[src/rtl/brainfuck_instruction_engine_assert.svh]
`ifndef BRAINFUCK_INSTRUCTION_ENGINE_ASSERT_SVH
`define BRAINFUCK_INSTRUCTION_ENGINE_ASSERT_SVH

// condition must never hold outside reset
`define BFIE_ASSERT_NEVER(lbl, clk, rst_n, cond, msg) \
    lbl: assert property (@(posedge clk) disable iff (!rst_n) !(cond)) else $error(msg);

// consequent must hold in the same cycle as the antecedent
`define BFIE_ASSERT_IMPLIES(lbl, clk, rst_n, ante, cons, msg) \
    lbl: assert property (@(posedge clk) disable iff (!rst_n) (ante) |-> (cons)) else $error(msg);

// consequent must hold in the cycle after the antecedent
`define BFIE_ASSERT_NEXT(lbl, clk, rst_n, ante, cons, msg) \
    lbl: assert property (@(posedge clk) disable iff (!rst_n) (ante) |=> (cons)) else $error(msg);

`endif

[src/rtl/bfie_pkg.sv]
`timescale 1ns / 1ps
package bfie_pkg;

    localparam int LA_W      = 12;
    localparam int BYTE_W    = 8;
    localparam int CFG_LEN_W = 13;
    localparam int ACT_W     = 2;
    localparam int STAT_W    = 2;

    localparam logic [BYTE_W-1:0] CMD_RIGHT = 8'h3E;
    localparam logic [BYTE_W-1:0] CMD_LEFT  = 8'h3C;
    localparam logic [BYTE_W-1:0] CMD_INC   = 8'h2B;
    localparam logic [BYTE_W-1:0] CMD_DEC   = 8'h2D;
    localparam logic [BYTE_W-1:0] CMD_OUT   = 8'h2E;
    localparam logic [BYTE_W-1:0] CMD_IN    = 8'h2C;
    localparam logic [BYTE_W-1:0] CMD_OPEN  = 8'h5B;
    localparam logic [BYTE_W-1:0] CMD_CLOSE = 8'h5D;

    localparam logic [ACT_W-1:0] ACT_LOAD    = 2'd0;
    localparam logic [ACT_W-1:0] ACT_EXEC    = 2'd1;
    localparam logic [ACT_W-1:0] ACT_RESTART = 2'd2;

    localparam logic [STAT_W-1:0] ST_RUN       = 2'd0;
    localparam logic [STAT_W-1:0] ST_END       = 2'd1;
    localparam logic [STAT_W-1:0] ST_UNMATCHED = 2'd2;
    localparam logic [STAT_W-1:0] ST_OVERFLOW  = 2'd3;

    localparam logic [0:0] REG_PROGRAM_LENGTH = 1'b0;

    typedef enum logic {
        ALU_ADD,
        ALU_SUB
    } t_alu_op;

endpackage

[src/rtl/bfie_alu.sv]
`timescale 1ns / 1ps
module bfie_alu #(
    parameter int W = 18
) (
    input  bfie_pkg::t_alu_op i_op,
    input  logic [W-1:0]      i_a,
    input  logic [W-1:0]      i_b,
    input  logic [W-1:0]      i_c,
    output logic [W-1:0]      o_res,
    output logic              o_ge,
    output logic              o_lt
);

    import bfie_pkg::*;

    always_comb begin
        case (i_op)
            ALU_ADD: o_res = i_a + i_b;
            ALU_SUB: o_res = i_a - i_b;
            default: o_res = i_a + i_b;
        endcase
    end

    assign o_ge = (o_res >= i_c);
    assign o_lt = (i_a < i_b);

endmodule

[config.mk]
export PLATFORM = sky130hd
export DESIGN_NAME = bfie_alu
export DESIGN_NICKNAME = d
export VERILOG_FILES = /design/src/rtl/brainfuck_instruction_engine_assert.svh /design/src/rtl/bfie_pkg.sv /design/src/rtl/bfie_alu.sv
export SDC_FILE = /design/constraint.sdc
export NUM_CORES = 1
export LEC_CHECK = 0
export ABC_AREA = 1
export BUFFER_PORTS_ARGS = -buffer_cell sky130_fd_sc_hd__buf_4
export CAP_MARGIN = 5
export CORE_ASPECT_RATIO = 0.6
export CORE_MARGIN = 4
export CORE_UTILIZATION = 53
export DETAILED_ROUTE_END_ITERATION = 8
export GPL_TIMING_DRIVEN = 0
export PLACE_DENSITY = 0.81
export SLEW_MARGIN = 40
export SYNTH_ARGS = -nofsm -noshare
export SYNTH_HDL_FRONTEND = slang
export SYNTH_SLANG_ARGS = --single-unit
[constraint.sdc]
create_clock -name vclk -period 5.2
set_input_delay 1.3 -clock vclk [all_inputs]
set_output_delay 1.3 -clock vclk [all_outputs]
set_load 0.05 [all_outputs]
==> metrics.md <==
| Metric | Value |
|---|---|
| Fin. max-slew vios | `0` |
| Critical path class | `primary input to output port` |
| Vias/cell | `5.54` |
| Final wirelength | `just over 10000 µm` |
| Final ANT Viol Nets | `0` |
| GR Util All Layers | `28.4%` |
| Die height | `~63 µm` |
| Crit. End Element | `output port` |
| Status | `finished, violations left` |
| Ys Warns | `0` |
| Post-synthesis cell area | `between 2000 and 3000 µm²` |
| Final core occ | `between 80% and 90%` |
| CORE AREA | `4710 µm²` |
| Hold Buf Count CTS | `0` |
| Seq Cell Count | `0` |
| DP Wirelength | `7040 µm` |
| Rel. slew slack | `about 59%` |
| # clk buffers | `0` |
| Unrepaired setup endpoints after global routing | `yes` |
| Initial antenna violation count | `0` |
| 1st-iter DRT viols | `355` |
| Largest net degree at the start of global routing | `11` |
| Final Hold Viols | `0` |
| Synth area leader | `ha_1` |
| Register area share after synthesis | `0%` |
| M1 wire length | `4360 µm` |
| DRC Markers | `0` |
| Fin crit period | `5440 ps` |
| Pwr/cell area | `180 nW/µm²` |
| Cell row count | `19` |
| Antenna cell count | `0` |
| Post-Syn Nets | `between 600 and 700` |
| Period utilisation layout | `105%` |
| Maximum VDD drop | `0.0000879 V` |
| Syn avg cell area | `around 5.3 µm²` |
| Total power draw | `0.705 mW` |
| I/O Pins | `between 70 and 80` |
| Post-route setup slack | `-238 ps` |
| Synth area leaders | `ha_1 25%, nand2_1 22%, inv_1 15%` |
| Highest routed metal layer | `met4` |
| Crit path DAT | `between 4000 and 5000 ps` |
| Leakage | `around 2.3 nW` |
| Routability Congestion | `0.962` |
| Effective utilization at floorplan | `approximately 57%` |
| Met2 WL | `4480 µm` |
| NumNets Final | `717` |
| Max stage delay on crit path | `400 ps` |
| Fmax | `~0.18 GHz` |
| Die ar. | `6260 µm²` |
| Slowest cell on the critical path | `fa_2` |
| Post-synthesis cell type count | `32` |
| DR vias | `roughly 3700` |
| Critical-path cell list | `buf_8, ha_4, inv_2, fa_2, o21ai_4, nand4_1, nand2_2, o21ai_1, xnor2_1, inv_1, ha_1, nand2_2, nor2_2, nand2_1, o211ai_1, nand2_1, nand4_1, buf_6` |
| Fin cells | `668` |
| Max-capacitance violation count | `0` |
| Met3 WL | `about 1100 µm` |
| Area Overhead vs Synth | `47.2%` |
| Dpl cells | `about 640` |
| Wire length per cell | `15.1 µm` |
| # setup viols final | `2` |
| Max FO, Critical Path | `3` |
| Failing checks | `negative setup slack` |
| Worst Hold Class | `primary input to output port` |
| Syn Inst Count | `about 500` |
| Port bufs | `75` |
| Share of the synthesized area in the top cell type | `24.9%` |
| Vias in the first global route | `3298` |
| DRT Pass-1 Iters | `6` |
| Register area | `0 µm²` |
| Startpoint Class | `primary input` |
| GRT overflow | `0` |
| Share of cells above drive strength 1 | `about 30%` |
| First-pass GRT wire length | `15000 µm` |
| Worst Tran Pin Value | `around 620 ps` |
| Fin Setup TNS | `-458 ps` |
| Worst Path Required | `3900 ps` |
| Die width | `around 100 µm` |
==> metrics by stage <==
stage	hold slack [ps]	setup WS, ps	instance area (µm²)
floorplan	2910	-107	2770
global placement	3070	-154	3410
detailed placement	3070	-173	3410
CTS	3020	1.23	3750
global route	3070	-400	3920
finish	3040	-238	3920
==> critical path: cells and delay by family <==
| kind | cells | cell delay [ps] |
|---|---|---|
| adder cells (fa/ha/maj) | 3 | 880 |
| AND/OR/NAND/NOR | 7 | 770 |
| buffers and inverters | 4 | 460 |
| AO/OA/AOI/OAI | 3 | 400 |
| XOR/XNOR | 1 | 330 |
==> cells in the final DEF (no fill, tap or decap), types with 6 or more instances in the layout <==
cell type	instances
nand4_1	9
ha_4	9
o21ai_1	9
nand3_1	24
buf_4	103
inv_2	6
a21oi_1	25
o21ai_0	15
nand2_2	19
nand2_1	132
nor2_1	36
inv_1	100
ha_1	42
a21oi_2	9
==> cells by family after synthesis <==
| group | share of synthesized area (%) |
|---|---|
| simple gates | 39.5 |
| buf+inv | 17.6 |
| compound gates | 13.8 |
| fa+ha+maj | 26.4 |
| xor+xnor | 2.30 |
| mux | 0.376 |
==> per-layer routing <==
metal | global-route usage, % | vias up
met5 | 0 | -
li1 | - | 1782
met4 | 3.24 | 0
met1 | 41.0 | 1656
met2 | 46.5 | 232
met3 | 3.12 | 28
==> what timing repair did <==
item                                    4_1_cts  5_1_grt
hold endpoints to repair                      0        0
setup buffers                                24        6
endpoints found under the setup margin        1        3
resized for setup                            49       30
pin swaps                                    30       20
==> path summary, 6_finish.rpt <==
check,from,end,slack [ps],cells after the start
worst min-delay path,i_b[0],o_res[0],3040,4
worst max-delay path,i_a[0],o_ge,-240,18
==> power by group <==
group	total [mW]	leakage, nW	internal [mW]	switching (mW)
clock network	0	0	0	0
registers	0	0	0	0
logic	0.705	2.26	0.270	0.435
total	0.705	2.26	0.270	0.435
==> synth_stat cells (3+ instances only) <==
master      n
a21oi_1    32
and3_1      3
ha_1       53
inv_1     108
nor2_1     41
buf_4       5
o21ai_0    21
nand2_1   153
nor3_1      6
nand3_1    28
clkbuf_1    3
o21ai_1     5
nor4_1      3
xor2_1      6
nand4_1     9
==> area by class of cell <==
cell class	instances	area, µm²
multi-input combinational	382	2530
timing repair buffer	104	815
tap	63	78.8
fill	314	788
buffer	10	71.3
inverter	109	419
Note: power is estimated with default switching activity, not from simulation.
