## config.mk

```make
export PLATFORM = sky130hd
export DESIGN_NAME = bfie_ram
export DESIGN_NICKNAME = d
export VERILOG_FILES = /design/src/rtl/brainfuck_instruction_engine_assert.svh /design/src/rtl/bfie_ram.sv
export SDC_FILE = /design/constraint.sdc
export NUM_CORES = 1
export LEC_CHECK = 0
export BUFFER_PORTS_ARGS = -buffer_cell sky130_fd_sc_hd__buf_2
export CORE_ASPECT_RATIO = 0.9
export CORE_MARGIN = 2
export CORE_UTILIZATION = 45
export CTS_CLUSTER_DIAMETER = 150
export CTS_CLUSTER_SIZE = 10
export DETAILED_ROUTE_END_ITERATION = 8
export GPL_TIMING_DRIVEN = 0
export MAX_ROUTING_LAYER = met4
export PLACE_DENSITY_LB_ADDON = 0.15
export SLEW_MARGIN = 20
export SYNTH_ARGS = -nofsm -noshare
export SYNTH_HDL_FRONTEND = slang
export SYNTH_SLANG_ARGS = --single-unit
```

## constraint.sdc

```tcl
create_clock -name i_clk -period 3 [get_ports i_clk]
set_input_delay 0 -clock i_clk [delete_from_list [all_inputs] [get_ports i_clk]]
set_output_delay 0 -clock i_clk [all_outputs]
set_load 0.05 [all_outputs]
```

## src/rtl/brainfuck_instruction_engine_assert.svh

```systemverilog
`ifndef BRAINFUCK_INSTRUCTION_ENGINE_ASSERT_SVH
`define BRAINFUCK_INSTRUCTION_ENGINE_ASSERT_SVH

// condition must never hold outside reset
`define BFIE_ASSERT_NEVER(lbl, clk, rst_n, cond, msg) \
    lbl: assert property (@(posedge clk) disable iff (!rst_n) !(cond)) else $error(msg);

// consequent must hold in the same cycle as the antecedent
`define BFIE_ASSERT_IMPLIES(lbl, clk, rst_n, ante, cons, msg) \
    lbl: assert property (@(posedge clk) disable iff (!rst_n) (ante) |-> (cons)) else $error(msg);

// consequent must hold in the cycle after the antecedent
`define BFIE_ASSERT_NEXT(lbl, clk, rst_n, ante, cons, msg) \
    lbl: assert property (@(posedge clk) disable iff (!rst_n) (ante) |=> (cons)) else $error(msg);

`endif

```

## src/rtl/bfie_ram.sv

```systemverilog
`timescale 1ns / 1ps
module bfie_ram #(
    parameter int WIDTH = 8,
    parameter int DEPTH = 16
) (
    input  logic                     i_clk,
    input  logic                     i_we,
    input  logic [$clog2(DEPTH)-1:0] i_waddr,
    input  logic [WIDTH-1:0]         i_wdata,
    input  logic [$clog2(DEPTH)-1:0] i_raddr,
    output logic [WIDTH-1:0]         o_rdata
);

    logic [WIDTH-1:0] r_mem [DEPTH];
    logic [WIDTH-1:0] r_rdata;

    always_ff @(posedge i_clk) begin
        if (i_we) begin
            r_mem[i_waddr] <= i_wdata;
        end
        r_rdata <= r_mem[i_raddr];
    end

    assign o_rdata = r_rdata;

endmodule

```

==> flow_summary.ini, run 1 <==
[final_layout]
n_fill_cell = 908
regArea_sq_um = 4000
multi_input_area_sq_um = 1080
drive_above_1_share = 0.308
syn_to_final_growth_pct = 19.0
fin_util = 0.542
fin_area_sq_um = 6120
finalNetCount = 291
antennaDiodeCount = 0
fin_cells = 442

[hold_path]
hp-start = i_wdata[6]
holdPathEnd = r_mem[7][6]
hold_class = in2reg
whs_path_depth = 1

[logic_synthesis]
synthArstFlopShare = 0
syn-num-nets = 247
synth_simple_gate_area_frac = 0.0318
synth_compound_gate_area_share = 0.0233
synth_top_family_by_area = multiplexers
syn-cell-area_sq_um = 5150
synth_xor_area_frac = 0
syn_avg_cell_area_sq_um = 22.5
synth-edff-count = 128
synthAdderAreaFrac = 0
yosysSeqAreaShare = 0.778
synthMuxAreaShare = 0.150
synthCells = 229
ys.warnings.count = 0
synth_cell_types = 19
synthFlopType = edfxtp_1
synth-seq-cells = 136

[sta]
slew-limit-headroom = 0.443
final_max_slew_viol_count = 0
timing.fmax_mhz = 699
final.setup.worst_slack_ps = 1570
setup_tns_ps = 0
worst_pin_slew_ps = 833
rsz0062_at_grt = false
holdWs_ps = 8.86
fin_crit_ps = 1430
fin_crit_sh = 0.477
hold_viol = 0
setup_viol = 0
finClkSkew_ps = 13.4

[critical_path]
crit_path_start_kind = register
rr_endpoint = o_rdata[7]
cp_cell_sequence = mux4_2 -> a22oi_1 -> nand2_1
worstReg2RegStart = r_mem[3][7]
cpPeakStageDelay_ps = 480
required_ps = 3280
arrival_ps = 1710
critPathSlowestCell = mux4_2
crit_path_max_fanout = 1
rrSetupSlack_ps = 1570
path_class = reg2reg
crit_buf_inv = 0
ff2ff_path_depth = 3
endpoint_kind = register
critPathTopFamily = multiplexers

[floorplanning]
ioPinCount = 26
core-area_sq_um = 11300
rows = 37
initial_utilization = 0.456
fp.dieW_um = 117
dieArea_sq_um = 12300
die_h_um = 105

[drt]
antenna_left = 0
drt-wirelength-per-cell_um = 22.2
drtPass1Iterations = 4
route.detailed.drc = 0
wl_um = 9830
vias = 2380
drt-initial-drc-count = 135
routed_via_density = 5.38

[place]
gp_congestion = 0.687
port_buffers = 24
placed_cell_area_sq_um = 5480
placed_cells = 409
dp_hpwl_um = 6230
dpl_worst_slack_ps = 1270

[power_and_ir_drop]
power_density_nw_per_um2 = 741
leakage_nw = 2.05
p_total_mw = 4.54
peakVddDrop_uv = 371

[clock_network]
cts-root-buf = clkbuf_16
cts_tree = done
cts_sinks = 136
hold_buffers = 1
clock_path_buffers = 2
cts_resized = 0
clkLatencyLatePin_ps = 400
htree_levels = 4
cts_buffers = 17
cts_setup_buffers = 0
clk_pin_slew_ps = 60

[grt]
antenna_found_initial = 0
grt_max_degree = 17
grt_overflow = 0
grt_use_total = 0.184
grt_pass1_vias = 2413
grt_pass1_wl_um = 14900

[outcome]
outcome = finished, final reports clean

[flow_run]
drv_cap = 0
==> synthesized netlist by cell type, types with 3 or more instances <==
| cell type | n | share of area |
|---|---|---|
| a22oi_1 | 16 | 0.023 |
| buf_2 | 3 | 0.0029 |
| buf_6 | 3 | 0.0066 |
| clkdlybuf4s25_2 | 3 | 0.0058 |
| dfxtp_1 | 8 | 0.031 |
| edfxtp_1 | 128 | 0.75 |
| mux4_1 | 14 | 0.071 |
| mux4_2 | 18 | 0.079 |
| nand2_1 | 9 | 0.0066 |
| nor2_1 | 13 | 0.0095 |
| nor3_1 | 4 | 0.0039 |
==> sequential cells by signal (all words and copies together) (netlist names) <==
register and flops:
r_mem 128, o_rdata 8
==> worst max-delay path by stage <==
stage	from	endpoint	slack [ps]	cells after the start
2_1_floorplan	i_waddr[2]	r_mem[0][0]	1510	2
3_3_place_gp	i_waddr[2]	r_mem[0][0]	960	3
3_5_place_dp	i_waddr[2]	r_mem[2][0]	1270	3
4_1_cts	r_mem[3][7]	o_rdata[7]	1580	3
5_1_grt	r_mem[3][7]	o_rdata[7]	1540	3
6_report	r_mem[3][7]	o_rdata[7]	1570	3
==> layout by cell type (no fill, tap or decap), types with 2 or more instances in the layout <==
cell type and count:
buf_6 3, nor2_1 13, mux4_1 14, a22oi_1 16, bufinv_16 4, clkinv_2 3, nand2b_1 2, buf_2 27
clkinvlp_4 4, dfxtp_1 8, nand2_1 9, mux4_2 18, nand3b_1 2, clkbuf_16 17, edfxtp_1 128, nor3_2 4
clkdlybuf4s25_2 3, clkbuf_8 2
==> kinds of logic (layout without fill, tap and decap cells) <==
kind of cell	after synthesis	count (layout)
muxes	32	32
AOI/OAI and AO/OA	16	16
buffers and inverters	10	67
DFF	136	136
and+or+nand+nor	35	35
==> cell type report <==
class / instances / area share
buffer: 10 / 0.0141
clock buffer: 20 / 0.0746
clock inverter: 12 / 0.0284
multi-input combinational: 83 / 0.176
sequential: 136 / 0.654
tap: 156 / 0.0319
timing repair buffer: 25 / 0.0213
==> worst register-to-register path, stage by stage, from the launching register on <==
cell      delay [ps]
edfxtp_1         380
mux4_2           480
a22oi_1          370
nand2_1           90
==> metal layers <==
layer,wire (um),part of all wire,up-vias,global-route usage
met5,0,0,-,-
met4,144,0.015,0,0.0605
met3,680,0.069,9,0.0483
met2,4620,0.47,81,0.250
met1,4390,0.45,1226,0.275
li1,-,-,1064,-
==> where the power goes <==
group	switching, mW	internal (mW)
Sequential	0.00913	2.13
Combinational	0.162	0.0856
Clock	0.727	1.43
Power figures use the tool's default switching activity.
==> run 2, diff against run 1 <==
--- a/config.mk
+++ b/config.mk
@@ -5,6 +5,7 @@
 export SDC_FILE = /design/constraint.sdc
 export NUM_CORES = 1
 export LEC_CHECK = 0
+export ABC_AREA = 1
 export BUFFER_PORTS_ARGS = -buffer_cell sky130_fd_sc_hd__buf_2
 export CORE_ASPECT_RATIO = 0.9
 export CORE_MARGIN = 2
==> constraint.sdc (replaced) <==
create_clock -name i_clk -period 1.3 [get_ports i_clk]
set_input_delay 0 -clock i_clk [delete_from_list [all_inputs] [get_ports i_clk]]
set_output_delay 0 -clock i_clk [all_outputs]
set_load 0.05 [all_outputs]
==> run 2 against run 1 <==
  * Routed wire length is 46% higher
  * Largest power group is now registers
  * Synthesized cell count is 140% higher
  * Via count rose by 63%
  * Combinational power rose to 3.0 times the previous value
  * Largest cell class unchanged
  * Sequential share of layout area is 5.4 points lower
  * Sequential power grew 130%
  * Critical endpoint is now o_rdata[4]
==> flow_summary.ini, run 2 <==
[sta]
fin_crit_sh = 0.954
worst_pin_slew_ps = 986
slew-limit-headroom = 0.340
fin_crit_ps = 1240
rsz0062_at_grt = false
timing.fmax_mhz = 807
finClkSkew_ps = 5.10
holdWs_ps = 9.95
final_max_slew_viol_count = 0
hold_viol = 0
setup_viol = 0
setup_tns_ps = 0

[drt]
routed_via_density = 5.04
top_layer = met4
m1WireLength_um = 6490
drtPass1Iterations = 5
wl_met3_um = 1110
wl_met2_um = 6430
drt-wirelength-per-cell_um = 18.7
drt-initial-drc-count = 287
route.detailed.drc = 0
vias = 3882
wl_um = 14400
antenna_left = 0

[clock_network]
cts_tree = done
cts_buffers = 17
cts_sinks = 136
cts_setup_buffers = 0
cts-root-buf = clkbuf_16
clk_pin_slew_ps = 60
htree_levels = 4
clkLatencyLatePin_ps = 420
clock_path_buffers = 2

[logic_synthesis]
synth_cell_types = 12
syn-cell-area_sq_um = 5770
synth.most_common_cell = nand2_1
synthCells = 551
synth-seq-cells = 136
yosysSeqAreaShare = 0.694
synth_area_leader_cell = edfxtp_1
synth-edff-count = 128
syn-num-nets = 569
synth_commonest_cells = nand2_1, edfxtp_1, inv_1, nand3_1, nor2_1
yosys-top-cells-area = edfxtp_1, nand2_1, nand3_1
synthArstFlopShare = 0
ys.warnings.count = 0
syn_avg_cell_area_sq_um = 10.5
synthFlopType = edfxtp_1
synth_top_area_frac = 0.667

[critical_path]
ff2ff_path_depth = 6
worstReg2RegStart = r_mem[11][4]
crit_start = i_raddr[2]
crit_path_max_fanout = 10
rr_endpoint = o_rdata[4]
critical_path.endpoint = o_rdata[4]
path_class = in2reg
endpoint_kind = register
arrival_ps = 1600
crit_path_start_kind = input pin
rrSetupSlack_ps = 270
required_ps = 1660

[place]
placed_cells = 737
dp_hpwl_um = 9230
port_buffers = 22
gp_congestion = 0.899

[grt]
grt_pass1_wl_um = 21800
grt_use_total = 0.233
grt_max_degree = 17
grt_overflow = 0
antenna_found_initial = 0
grt_pass1_vias = 3766

[floorplanning]
ioPinCount = 26
rows = 39
die_h_um = 111
fp.dieW_um = 123
dieArea_sq_um = 13700
initial_utilization = 0.458
core-area_sq_um = 12600

[hold_path]
hold_class = in2reg

[outcome]
outcome = finished, final reports clean

[final_layout]
fin_cells = 771
antennaDiodeCount = 0
largest_reg_flops = 128
layout_common_cells = nand2_1, edfxtp_1, inv_1
syn_to_final_growth_pct = 15.7
drive_above_1_share = 0.122
regMostFlops = r_mem
final_common_cell = nand2_1
finalNetCount = 612

[flow_run]
drv_cap = 0

[power_and_ir_drop]
peakVddDrop_uv = 994
power_density_nw_per_um2 = 1550
leakage_nw = 2.90
[run 2: layout make-up]
class,count,area (sq um)
clock buffers,19,433
clock inverters,13,135
fillers,1081,5920
multi-input cells,289,1210
repair buffers,24,130
well taps,164,205
inverters,102,387
plain buffers,24,166
flip-flops and latches,136,4000
[run 2: metrics by stage]
step | utilization | cell area [sq um] | total power, mW | worst slack [ps]
floorplan | - | 5770 | 5.46 | 349
global placement | 0.483 | 6080 | 5.74 | -173
detailed placement | 0.483 | 6080 | 5.76 | -238
CTS | 0.530 | 6670 | 10.4 | 38.5
global route | 0.530 | 6670 | 10.6 | 15.1
finish | 0.530 | 6670 | 10.3 | 60.3
[run 2: worst min-delay path by stage]
stage,endpoint,cells after the start,startpoint
after floorplan,r_mem[0][0],0,i_wdata[0]
after global placement,r_mem[0][2],1,i_wdata[2]
after detailed placement,r_mem[1][2],1,i_wdata[2]
after CTS,r_mem[0][0],1,i_wdata[0]
after global routing,r_mem[3][1],1,i_wdata[1]
final,r_mem[8][1],1,i_wdata[1]
[run 2: report_power, final]
group,internal [mW],switching [mW]
Clock,2.96,1.70
Sequential,4.90,0.0237
Combinational,0.193,0.556
Total,8.06,2.28
[run 2: logic make-up (layout without fill, tap and decap cells)]
family                 after synthesis  after routing  synth area share
and+or+nand+nor                    289            289             0.210
DFF                                136            136             0.694
buffers and inverters              126            182            0.0952
[run 2: what timing repair did]
action | in CTS | in global routing
gates resized for setup | 0 | 1
hold buffers | 2 | 0
hold endpoints to repair | 17 | 0
endpoints found under the setup margin | 0 | 4
[run 2: critical path, stage by stage]
cell	delay [ps]
dlygate4sd3_1	530
buf_2	230
clkinvlp_4	240
buf_4	240
nand3_1	170
nand3_1	90
nand2_1	100
[run 2: layer usage]
layer,track usage,vias up
li1,-,1858
met5,-,-
met3,0.0594,27
met1,0.327,1845
met4,0.0939,0
met2,0.325,152
==> run 3, diff against run 2 <==
--- a/config.mk
+++ b/config.mk
@@ -7,9 +7,11 @@
 export LEC_CHECK = 0
 export ABC_AREA = 1
 export BUFFER_PORTS_ARGS = -buffer_cell sky130_fd_sc_hd__buf_2
+export CELL_PAD_IN_SITES_DETAIL_PLACEMENT = 0
+export CELL_PAD_IN_SITES_GLOBAL_PLACEMENT = 1
 export CORE_ASPECT_RATIO = 0.9
-export CORE_MARGIN = 2
-export CORE_UTILIZATION = 45
+export CORE_MARGIN = 5
+export CORE_UTILIZATION = 44
 export CTS_CLUSTER_DIAMETER = 150
 export CTS_CLUSTER_SIZE = 10
 export DETAILED_ROUTE_END_ITERATION = 8
==> run 3 against run 2 <==
  * Flip-flop and latch count is the same
  * Routed wire length down 0.13%
  * Maximum frequency rose by 6.7%
  * Core utilization shrank 0.47 points
  * Register-to-register slack about the same
  * Cell count up 0.39%
  * First-iteration DRC count increased by 64%
  * Die area rose by 13%
==> flow_summary.ini, run 3 (same netlist as run 2, synthesis figures left out) <==
[flow_run]
drv_cap = 0

[sta]
hold_viol = 0
finClkSkew_ps = 8.46
timing.fmax_mhz = 861
rsz0062_at_grt = false
worst_pin_slew_ps = 972
slew-limit-headroom = 0.350
final_max_slew_viol_count = 0
setup_tns_ps = 0
final.setup.worst_slack_ps = 138
setup_viol = 0
fin_crit_sh = 0.894
fin_crit_ps = 1160

[critical_path]
worstReg2RegStart = r_mem[12][6]
endpoint_kind = register
rr_endpoint = o_rdata[6]
rrSetupSlack_ps = 280
crit_path_start_kind = input pin
arrival_ps = 1530
ff2ff_path_depth = 6
path_class = in2reg
crit_path_max_fanout = 10
required_ps = 1670

[final_layout]
regMostFlops = r_mem
layout_common_cells = nand2_1, edfxtp_1, inv_1
fin_cells = 774
antennaDiodeCount = 0
fin_area_sq_um = 6720
regArea_sq_um = 4000
fin_util = 0.525
final_common_cell = nand2_1
drive_above_1_share = 0.130
finalNetCount = 615
largest_reg_flops = 128
n_fill_cell = 1160
multi_input_area_sq_um = 1210
syn_to_final_growth_pct = 16.5

[grt]
grt_pass1_wl_um = 21200
grt_overflow = 0
grt_max_degree = 17
antenna_found_initial = 0
grt_pass1_vias = 3406
grt_use_total = 0.199

[floorplanning]
ioPinCount = 26
die_h_um = 119
fp.dieW_um = 131
dieArea_sq_um = 15500
core-area_sq_um = 12800
rows = 39
initial_utilization = 0.451

[power_and_ir_drop]
clkPwrFrac = 0.456
seqPwrFrac = 0.471
peakVddDrop_uv = 898
comb_power_share = 0.072
switching_share = 0.227
leakage_nw = 2.91
p_sw_mw = 2.37
internal_power_mw = 8.09
power_density_nw_per_um2 = 1560

[place]
gp_congestion = 0.880
dpl_worst_slack_ps = -234
placed_cell_area_sq_um = 6080
dp_hpwl_um = 9340
placed_cells = 737
port_buffers = 22

[hold_path]
whs_path_depth = 1
hold_class = in2reg
hp-start = i_wdata[7]
holdPathEnd = r_mem[8][7]

[drt]
vias = 3809
wl_um = 14400
routed_via_density = 4.92
drt-wirelength-per-cell_um = 18.6
antenna_left = 0
drt-initial-drc-count = 471
route.detailed.drc = 0
drtPass1Iterations = 5

[outcome]
outcome = finished, final reports clean

[clock_network]
clkLatencyLatePin_ps = 420
cts-root-buf = clkbuf_16
clock_path_buffers = 2
cts_sinks = 136
clk_pin_slew_ps = 60
htree_levels = 4
cts_tree = done
cts_buffers = 17
-- run 3: cell count changes in the layout (fill, tap and decap cells not counted), sizes merged --
cell	change
buf	+2
clkbuf	-1
clkinv	-2
clkinvlp	+3
dlygate4sd3	+1
-- run 3: worst max path at each step --
stage          startpoint            to  slack (ps)  cells past startpoint
3_5_place_dp   i_waddr[2]   r_mem[8][2]        -230                      3
3_3_place_gp   i_waddr[2]   r_mem[9][5]        -200                      3
6_report       i_raddr[2]    o_rdata[4]         140                      7
5_1_grt        i_raddr[2]    o_rdata[4]          50                      7
4_1_cts        i_raddr[2]    o_rdata[4]          40                      7
2_1_floorplan  i_waddr[2]  r_mem[10][0]         350                      2
-- run 3: per-layer routing --
metal,vias to the layer above,share of wire,track usage
met3,10,0.078,0.0532
met2,143,0.44,0.269
met4,0,0.0082,0.0604
met1,1786,0.47,0.292
li1,1870,-,-
met5,-,0,-
-- run 3: area by class of cell --
cell class | count | area share
buffer | 24 | 0.0248
clock inverter | 14 | 0.0235
sequential | 136 | 0.596
timing repair buffer | 27 | 0.0231
multi-input combinational | 289 | 0.181
tap | 164 | 0.0305
clock buffer | 18 | 0.0639
inverter | 102 | 0.0576
-- run 3: what timing repair did --
item / in CTS / in global routing
hold buffers: 3 / 0
resized for setup: 0 / 1
setup endpoints to repair: 0 / 4
setup buffers: 0 / 2
hold endpoints to repair: 33 / 0
-- run 3: per-stage QoR --
step / hold slack, ps / total power [mW]
global route: 15.1 / 10.7
finish: 13.3 / 10.5
CTS: 0.322 / 10.5
global placement: 421 / 5.75
detailed placement: 434 / 5.76
floorplan: 98.9 / 5.46
-- run 3: power by group through the flow --
stage	registers (mW)	clock network [mW]	logic [mW]
2_1_floorplan	5.12	0	0.346
3_3_place_gp	5.01	0	0.735
3_5_place_dp	5.02	0	0.738
4_1_cts	4.93	4.80	0.748
5_1_grt	4.94	4.98	0.825
6_report	4.93	4.77	0.756
-- run 3: worst max-delay path: stages --
cell and delay, ps:
dlygate4sd3_1 520, buf_2 240, clkinvlp_4 150, buf_4 200
nand3_1 150, nand3_1 150, nand2_1 110
